[config.mk]
export PLATFORM = sky130hd
export DESIGN_NAME = geometric_random_variate_generator
export DESIGN_NICKNAME = d
export VERILOG_FILES = /design/src/hdl/grvg_pkg.sv /design/src/hdl/grvg_mul.sv /design/src/hdl/grvg_regs.sv /design/src/hdl/geometric_random_variate_generator.sv
export SDC_FILE = /design/constraint.sdc
export NUM_CORES = 2
export LEC_CHECK = 0
export BUFFER_PORTS_ARGS = -buffer_cell sky130_fd_sc_hd__buf_2
export CORE_MARGIN = 1.5
export CORE_UTILIZATION = 70
export DETAILED_ROUTE_END_ITERATION = 16
export PLACE_DENSITY = 0.88
export SLEW_MARGIN = 5
export SYNTH_ARGS = -nofsm -noshare
export SYNTH_HDL_FRONTEND = slang
export SYNTH_SLANG_ARGS = --single-unit
export TNS_END_PERCENT = 20
[constraint.sdc]
create_clock -name clk -period 17.2 [get_ports clk]
set_clock_uncertainty 0.2 [all_clocks]
set_input_delay 1.72 -clock clk [delete_from_list [all_inputs] [get_ports clk]]
set_output_delay 1.72 -clock clk [all_outputs]
set_load 0.02 [all_outputs]
[src/hdl/grvg_pkg.sv]
// Shared types and constants of the geometric variate generator.
package grvg_pkg;

    localparam int DATA_W    = 32;
    localparam int REG_COUNT = 4;
    localparam int CFG_IDX_W = $clog2(REG_COUNT);
    localparam int SEL_W     = 2;
    localparam int U_W       = 15;
    localparam int K_W       = 16;

    localparam logic [DATA_W-1:0] LCG_MUL = 32'd1103515245;
    localparam logic [DATA_W-1:0] LCG_ADD = 32'd12345;
    localparam logic [DATA_W-1:0] LCG_RESET_VAL = 32'd1;

    localparam logic OP_DRAW   = 1'b0;
    localparam logic OP_RESEED = 1'b1;

    // Operand request to the shared multiplier
    typedef struct packed {
        logic              en;
        logic [DATA_W-1:0] a;
        logic [DATA_W-1:0] b;
    } mul_req_t;

endpackage

[src/hdl/grvg_mul.sv]
// Shared 32x32 unsigned multiplier with registered 64-bit product.
module grvg_mul (
    input  logic                          clk,
    input  logic                          rst_n,
    input  grvg_pkg::mul_req_t            req,
    output logic [2*grvg_pkg::DATA_W-1:0] prod
);
    import grvg_pkg::*;

    logic [2*DATA_W-1:0] prod_reg;

    always_ff @(posedge clk or negedge rst_n)
    begin
        if (!rst_n)
        begin
            prod_reg <= '0;
        end
        else if (req.en)
        begin
            prod_reg <= {{DATA_W{1'b0}}, req.a} * {{DATA_W{1'b0}}, req.b};
        end
    end

    assign prod = prod_reg;

endmodule

[src/hdl/grvg_regs.sv]
// Ratio register file: config writes and distribution select.
module grvg_regs #(
    parameter int NUM_DIST = 4
) (
    input  logic                           clk,
    input  logic                           rst_n,
    input  logic                           cfg_we,
    input  logic [grvg_pkg::CFG_IDX_W-1:0] cfg_addr,
    input  logic [grvg_pkg::DATA_W-1:0]    cfg_data,
    input  logic [grvg_pkg::SEL_W-1:0]     sel,
    output logic [grvg_pkg::DATA_W-1:0]    ratio
);
    import grvg_pkg::*;

    logic [DATA_W-1:0]    ratio_reg [REG_COUNT];
    logic [CFG_IDX_W-1:0] rd_idx;

    always_ff @(posedge clk or negedge rst_n)
    begin
        if (!rst_n)
        begin
            for (int i = 0; i < REG_COUNT; i++)
            begin
                ratio_reg[i] <= '0;
            end
        end
        else if (cfg_we)
        begin
            ratio_reg[cfg_addr] <= cfg_data;
        end
    end

    // selector beyond the distribution count falls back to distribution 0
    always_comb
    begin
        if (32'(sel) < NUM_DIST)
        begin
            rd_idx = CFG_IDX_W'(sel);
        end
        else
        begin
            rd_idx = '0;
        end
    end

    assign ratio = ratio_reg[rd_idx];

endmodule

[src/hdl/geometric_random_variate_generator.sv]
// Top level of the geometric variate generator: sequencer, LCG and output register.
//
// Draws geometric variates by fixed-point inversion. A draw beat (tuser op = 0)
// advances a 32-bit LCG (state*1103515245 + 12345), takes the 15-bit uniform
// u = state[30:16], forms pos = u mod TABLE_SIZE and returns the smallest k >= 1
// whose Q0.32 tail q^k (truncating multiplies) is at or below
// 1 - (pos + 0.5)/TABLE_SIZE; q is the ratio register picked by dist_select. If no
// k up to MAX_VALUE passes, MAX_VALUE is returned with the saturated flag set.
// A reseed beat (op = 1) loads the LCG from tdata and gives no result.
// Every product goes through one shared 32x32 multiplier. A draw steps through
// the LCG step and the modulo (ST_LCG, ST_ADV, ST_QUO, ST_REM, ST_POS), then for
// each candidate k through ST_SCALE (tail * 2*TABLE_SIZE for the threshold test),
// ST_TEST (compare, launch tail * q) and ST_STEP (take the next power of q); the
// last candidate skips ST_STEP. ST_OUT then loads the output register and returns
// the sequencer to idle. One item is in work at a time; the input is ready only
// while the sequencer is idle, and a finished result sits in the output register
// so the next beat can be taken before it is collected. A result that finds the
// output register still full waits until it is drained. The user must write the
// ratio registers through cfg_we/cfg_addr/cfg_data only while idle; the block
// itself does not enforce it.
module geometric_random_variate_generator #(
    parameter int NUM_DIST   = 4,
    parameter int TABLE_SIZE = 32768,
    parameter int MAX_VALUE  = 65535
) (
    input  logic                           clk,
    input  logic                           rst_n,
    // configuration
    input  logic                           cfg_we,
    input  logic [grvg_pkg::CFG_IDX_W-1:0] cfg_addr,
    input  logic [grvg_pkg::DATA_W-1:0]    cfg_data,
    // input stream
    input  logic                           s_axis_tvalid,
    output logic                           s_axis_tready,
    input  logic [31:0]                    s_axis_tdata,  // [31:0] seed_value
    input  logic [2:0]                     s_axis_tuser,  // [0] op, [2:1] dist_select
    // result stream
    output logic                           m_axis_tvalid,
    input  logic                           m_axis_tready,
    output logic [15:0]                    m_axis_tdata,  // [15:0] variate
    output logic [0:0]                     m_axis_tuser   // [0] saturated
);
    import grvg_pkg::*;

    // threshold scale and reciprocal for the exact u / TABLE_SIZE
    localparam int TWO_T_W = 17;
    localparam logic [TWO_T_W-1:0] TWO_T = TWO_T_W'(2 * TABLE_SIZE);
    localparam int DIV_SH = U_W + $clog2(TABLE_SIZE);
    localparam longint RECIP_L = ((longint'(1) << DIV_SH) + longint'(TABLE_SIZE) - 1)
                                 / longint'(TABLE_SIZE);
    localparam logic [DATA_W-1:0] RECIP   = RECIP_L[DATA_W-1:0];
    localparam logic [DATA_W-1:0] T_CONST = DATA_W'(TABLE_SIZE);
    localparam logic [K_W-1:0]    K_MAX   = K_W'(MAX_VALUE);

    typedef enum logic [3:0] {
        ST_IDLE,
        ST_LCG,    // state * multiplier
        ST_ADV,    // add increment, take uniform
        ST_QUO,    // u * reciprocal
        ST_REM,    // quotient * TABLE_SIZE
        ST_POS,    // remainder, threshold numerator
        ST_SCALE,  // tail * 2*TABLE_SIZE
        ST_TEST,   // compare, launch tail * q
        ST_STEP,   // take next tail
        ST_OUT     // hand over to output register
    } state_t;

    state_t              state_reg;
    logic [DATA_W-1:0]   lcg_reg;
    logic [DATA_W-1:0]   q_reg;
    logic [DATA_W-1:0]   tail_reg;
    logic [U_W-1:0]      u_reg;
    logic [K_W-1:0]      r_reg;    // 2T - 2pos - 1
    logic [K_W-1:0]      k_reg;
    logic                sat_reg;
    logic                m_valid_reg;
    logic [K_W-1:0]      out_k_reg;
    logic                out_sat_reg;

    mul_req_t            mul_req;
    logic [2*DATA_W-1:0] prod;
    logic [DATA_W-1:0]   ratio_sel;
    logic [DATA_W-1:0]   lcg_sum;
    logic [U_W-1:0]      quot;
    logic [U_W-1:0]      pos;
    logic [TWO_T_W-1:0]  r_full;
    logic                hit;
    logic                in_acc;
    logic                out_load;

    grvg_regs #(
        .NUM_DIST (NUM_DIST)
    ) u_regs (
        .clk      (clk),
        .rst_n    (rst_n),
        .cfg_we   (cfg_we),
        .cfg_addr (cfg_addr),
        .cfg_data (cfg_data),
        .sel      (s_axis_tuser[2:1]),
        .ratio    (ratio_sel)
    );

    grvg_mul u_mul (
        .clk   (clk),
        .rst_n (rst_n),
        .req   (mul_req),
        .prod  (prod)
    );

    assign s_axis_tready = (state_reg == ST_IDLE);
    assign in_acc        = s_axis_tvalid && s_axis_tready;
    // finished result moves into the output register when it is free or draining
    assign out_load      = (state_reg == ST_OUT) && (!m_valid_reg || m_axis_tready);

    assign lcg_sum = prod[DATA_W-1:0] + LCG_ADD;
    assign quot    = U_W'(prod >> DIV_SH);
    assign pos     = u_reg - prod[U_W-1:0];
    assign r_full  = TWO_T - {1'b0, pos, 1'b0} - TWO_T_W'(1);
    // tail * 2T <= (2T - 2pos - 1) * 2^32
    assign hit     = (prod <= {16'b0, r_reg, 32'b0});

    // operands for the shared multiplier
    always_comb
    begin
        mul_req = '0;
        case (state_reg)
            ST_LCG:
            begin
                mul_req.en = 1'b1;
                mul_req.a  = lcg_reg;
                mul_req.b  = LCG_MUL;
            end
            ST_QUO:
            begin
                mul_req.en = 1'b1;
                mul_req.a  = DATA_W'(u_reg);
                mul_req.b  = RECIP;
            end
            ST_REM:
            begin
                mul_req.en = 1'b1;
                mul_req.a  = DATA_W'(quot);
                mul_req.b  = T_CONST;
            end
            ST_SCALE:
            begin
                mul_req.en = 1'b1;
                mul_req.a  = tail_reg;
                mul_req.b  = DATA_W'(TWO_T);
            end
            ST_TEST:
            begin
                mul_req.en = 1'b1;
                mul_req.a  = tail_reg;
                mul_req.b  = q_reg;
            end
            default:
            begin
                mul_req = '0;
            end
        endcase
    end

    always_ff @(posedge clk or negedge rst_n)
    begin
        if (!rst_n)
        begin
            state_reg   <= ST_IDLE;
            lcg_reg     <= LCG_RESET_VAL;
            q_reg       <= '0;
            tail_reg    <= '0;
            u_reg       <= '0;
            r_reg       <= '0;
            k_reg       <= '0;
            sat_reg     <= 1'b0;
            m_valid_reg <= 1'b0;
            out_k_reg   <= '0;
            out_sat_reg <= 1'b0;
        end
        else
        begin
            if (out_load)
            begin
                m_valid_reg <= 1'b1;
            end
            else if (m_valid_reg && m_axis_tready)
            begin
                m_valid_reg <= 1'b0;
            end

            case (state_reg)
                ST_IDLE:
                begin
                    if (in_acc)
                    begin
                        if (s_axis_tuser[0] == OP_RESEED)
                        begin
                            lcg_reg <= s_axis_tdata;
                        end
                        else
                        begin
                            q_reg     <= ratio_sel;
                            state_reg <= ST_LCG;
                        end
                    end
                end
                ST_LCG:
                begin
                    state_reg <= ST_ADV;
                end
                ST_ADV:
                begin
                    lcg_reg   <= lcg_sum;
                    u_reg     <= lcg_sum[16 +: U_W];
                    state_reg <= ST_QUO;
                end
                ST_QUO:
                begin
                    state_reg <= ST_REM;
                end
                ST_REM:
                begin
                    state_reg <= ST_POS;
                end
                ST_POS:
                begin
                    r_reg     <= r_full[K_W-1:0];
                    tail_reg  <= q_reg;
                    k_reg     <= K_W'(1);
                    state_reg <= ST_SCALE;
                end
                ST_SCALE:
                begin
                    state_reg <= ST_TEST;
                end
                ST_TEST:
                begin
                    if (hit)
                    begin
                        sat_reg   <= 1'b0;
                        state_reg <= ST_OUT;
                    end
                    else if (k_reg == K_MAX)
                    begin
                        sat_reg   <= 1'b1;
                        state_reg <= ST_OUT;
                    end
                    else
                    begin
                        state_reg <= ST_STEP;
                    end
                end
                ST_STEP:
                begin
                    tail_reg  <= prod[2*DATA_W-1:DATA_W];
                    k_reg     <= k_reg + K_W'(1);
                    state_reg <= ST_SCALE;
                end
                ST_OUT:
                begin
                    if (out_load)
                    begin
                        out_k_reg   <= k_reg;
                        out_sat_reg <= sat_reg;
                        state_reg   <= ST_IDLE;
                    end
                end
                default:
                begin
                    state_reg <= ST_IDLE;
                end
            endcase
        end
    end

    assign m_axis_tvalid   = m_valid_reg;
    assign m_axis_tdata    = out_k_reg;
    assign m_axis_tuser[0] = out_sat_reg;

`ifndef SYNTHESIS
    // a reseed beat lands in the generator state
    a_reseed_load: assert property (@(posedge clk) disable iff (!rst_n)
        (in_acc && s_axis_tuser[0] == OP_RESEED) |=> (lcg_reg == $past(s_axis_tdata)))
        else $error("reseed did not load generator state");

    // candidate index stays within 1..MAX_VALUE while searching
    a_k_range: assert property (@(posedge clk) disable iff (!rst_n)
        (state_reg == ST_TEST) |-> (k_reg != '0 && k_reg <= K_MAX))
        else $error("candidate k out of range");

    // the tail never grows from one power to the next
    a_tail_falls: assert property (@(posedge clk) disable iff (!rst_n)
        (state_reg == ST_STEP) |=> (tail_reg <= $past(tail_reg)))
        else $error("tail increased");

    // saturation only reported at the maximum value
    a_sat_at_max: assert property (@(posedge clk) disable iff (!rst_n)
        (m_axis_tvalid && m_axis_tuser[0]) |-> (m_axis_tdata == K_MAX))
        else $error("saturated result below maximum");

    // a result is never zero
    a_k_nonzero: assert property (@(posedge clk) disable iff (!rst_n)
        m_axis_tvalid |-> (m_axis_tdata != '0))
        else $error("zero variate");
`endif

endmodule

==> metrics.txt <==
Worst-Skew Late Latency 0.56 ns; FF-to-FF Start state_reg[0]$_DFFE_PN0P_; fill count 4,786; die width 268 um; max frequency 90.0 MHz; Worst Setup EP u_mul.prod[62]$_DFFE_PN0N_; CTS H-tree lvls 2; Worst-Margin Slew between 1 and 1.5 ns; final hold vios 0; die height 268 um; Setup CP Type reg -> reg; status finished, final reports clean; clk root buf clkbuf_16; Final min period 11.11 ns; Min Hold Slack around 0.28 ns; Worst Setup SP state_reg[0]$_DFFE_PN0P_; core area just under 0.07 sq mm; RePlAce Congestion 1.08; DIE AREA 0.0717 sq mm; antenna violations before repair 3; largest net degree at the start of global routing 175; routed vias 39,400; setup violators final 0; WL met1 51,900 um; area growth from synthesis to layout 5.05%; post-CTS sizing 0; WP data required 17.36 ns; hold bufs inserted after CTS 0; final setup TNS 0 ns; leading area contributor after synthesis fa_1; maximum fanout along the worst path 79; Max Slew Vio Count 0; register area 0.00896 sq mm; clock sinks about 360; CTS buffer count 34; Hold Crit Class reg -> reg; Initial Utilization 71.2%; CTS tree yes; Initial DRT Pass Iterations 6; #FFs+latches synth 358; max_slew headroom 7.67%; global-route wire length before repair 242,000 um; Post-Route Utilization between 70% and 80%; Final period util 64.6%; yosys warns 0; CP Data Arrival Time 11.27 ns; Mapped Nets 6,510; slowest CP cell buf_4; Crit path top cell by count fa_1; gr usage total a little under half; clk buf depth 3; # IOs 93; drt total wl around 160,000 um; Mapped Avg Cell Area approximately 9.4 sq um; max cap viols 0; cells taking the most area after synthesis fa_1 37%, dfrtp_1 18%, ha_1 7.5%, inv_1 7.1%, nand2_1 6.2%; Tot Pwr 7890 uW; Syn Inst Count 5,243; # rows 96; DR iter-0 viols between 4,000 and 5,000; vias in the first global route 41,700; CP Launch Type flip-flop; routed wl met2 approximately 70,000 um; CP Capture Type flip-flop; clk slew on worst S/H paths 0.07 ns; unrepaired setup endpoints after global routing false; highest routed layer met5; fin nets about 6,400; via/cell ratio 6.43; area of the multi-input gates 0.0357 sq mm; HPWL Detailed 118,000 um; Seq/Total Area, Yosys 18.3%; total gr overflow 0; slowest stage delay, CP around 0.72 ns; R2R cell count 30; I/O Buffers between 90 and 100; Antenna Nets Post-Route 0; Worst IR Drop VDD around 120 uV; Pwr Density between 150 and 200 mW/mm^2; Leak Pwr 0.0253 uW; max reg flops 128; register-to-register setup slack 6.09 ns; Synth cell types 82; drc violations 0; layout cells sized above 1 9.52%; ys flop type dfrtp_1; Crit Reg-Reg Endpoint u_mul.prod[62]$_DFFE_PN0N_; met3 wire len between 20,000 and 25,000 um; async set or reset register ratio after synthesis 100%; area fraction of the dominant cell type after synthesis 36.6%; Syn Std Cell Area 0.0491 sq mm; number of synthesized flops with an enable pin 0; WL/cell 25.5 um; setup bufs post-CTS 0
-- critical path, delay by kind of cell (launching register included) --
kind / cells / cell delay (ns)
compound gates: 7 / 2.17
fa+ha+maj: 9 / 4.44
buf+inv: 5 / 0.98
flops: 1 / 0.66
mux: 1 / 0.26
simple gates: 8 / 2.13
-- through the flow --
step	instance area, sq um	instances	setup slack [ns]
2_1_floorplan	49100	5243	7.98
3_3_place_gp	50500	6075	6.71
3_5_place_dp	50500	6075	6.54
4_1_cts	51600	6133	6.38
5_1_grt	51600	6134	5.77
6_report	51600	6135	6.09
-- metal layers --
metal | up-vias | global-route usage (%)
met2 | 3178 | 69.0
met5 | - | 0
met4 | 2 | 26.9
met1 | 19400 | 57.6
met3 | 760 | 15.8
li1 | 16100 | -
-- Yosys cell counts, drive strengths merged, types with 37 or more instances --
cell,count
buf,37
ha,296
fa,897
mux2,177
o21ai,211
inv,923
a21oi,98
clkbuf,254
xnor2,51
a22oi,79
nor2,562
nand2,807
and2,38
dfrtp,357
a21o,64
-- final cells by class --
class / count / share of cell area [%]
Antenna cell: 2 / 0.00970
Clock buffer: 50 / 1.89
Clock inverter: 8 / 0.223
Inverter: 923 / 6.72
Multi-Input combinational cell: 3671 / 69.1
Sequential cell: 358 / 17.4
Tap cell: 931 / 2.26
Timing Repair Buffer: 192 / 2.39
-- cells in the final DEF (no fill, tap or decap), drive strengths merged, types with 32 or more instances in the layout --
cell	n
a21o	64
a21oi	98
a22oi	79
and2	38
and3	36
buf	192
clkbuf	50
dfrtp	357
fa	897
ha	296
inv	926
mux2	177
mux4	32
nand2	807
nand3	33
nor2	562
o21ai	211
xnor2	51
xor2	34
-- cell families (layout without fill, tap and decap cells) --
logic type               after synthesis  in the layout  synth area share [%]
flip-flops                           358            358                  18.3
adder cells (fa/ha/maj)             1193           1193                  44.1
other                                  0              2                     0
XOR/XNOR                              85             85                  1.52
AO/OA/AOI/OAI                        584            584                  7.79
buffers and inverters               1214           1173                  9.32
multiplexers                         219            219                  5.73
AND/OR/NAND/NOR                     1590           1590                  13.3
-- power by group --
group | internal [uW] | switching, uW | total, uW
Sequential | 1110 | 347 | 1450
Combinational | 1840 | 3830 | 5670
Clock | 426 | 339 | 765
-- worst min path at each step --
stage,from,end,slack [ns],depth (start not counted)
6_report,tail_reg[1]$_DFFE_PN0P_,tail_reg[1]$_DFFE_PN0P_,0.28,2
5_1_grt,tail_reg[8]$_DFFE_PN0P_,tail_reg[8]$_DFFE_PN0P_,0.30,2
4_1_cts,tail_reg[1]$_DFFE_PN0P_,tail_reg[1]$_DFFE_PN0P_,0.28,2
3_5_place_dp,tail_reg[6]$_DFFE_PN0P_,tail_reg[6]$_DFFE_PN0P_,0.26,2
3_3_place_gp,tail_reg[7]$_DFFE_PN0P_,tail_reg[7]$_DFFE_PN0P_,0.26,2
2_1_floorplan,r_reg[0]$_DFFE_PN0P_,r_reg[0]$_DFFE_PN0P_,0.24,1
Note: power is estimated with default switching activity, not from simulation.
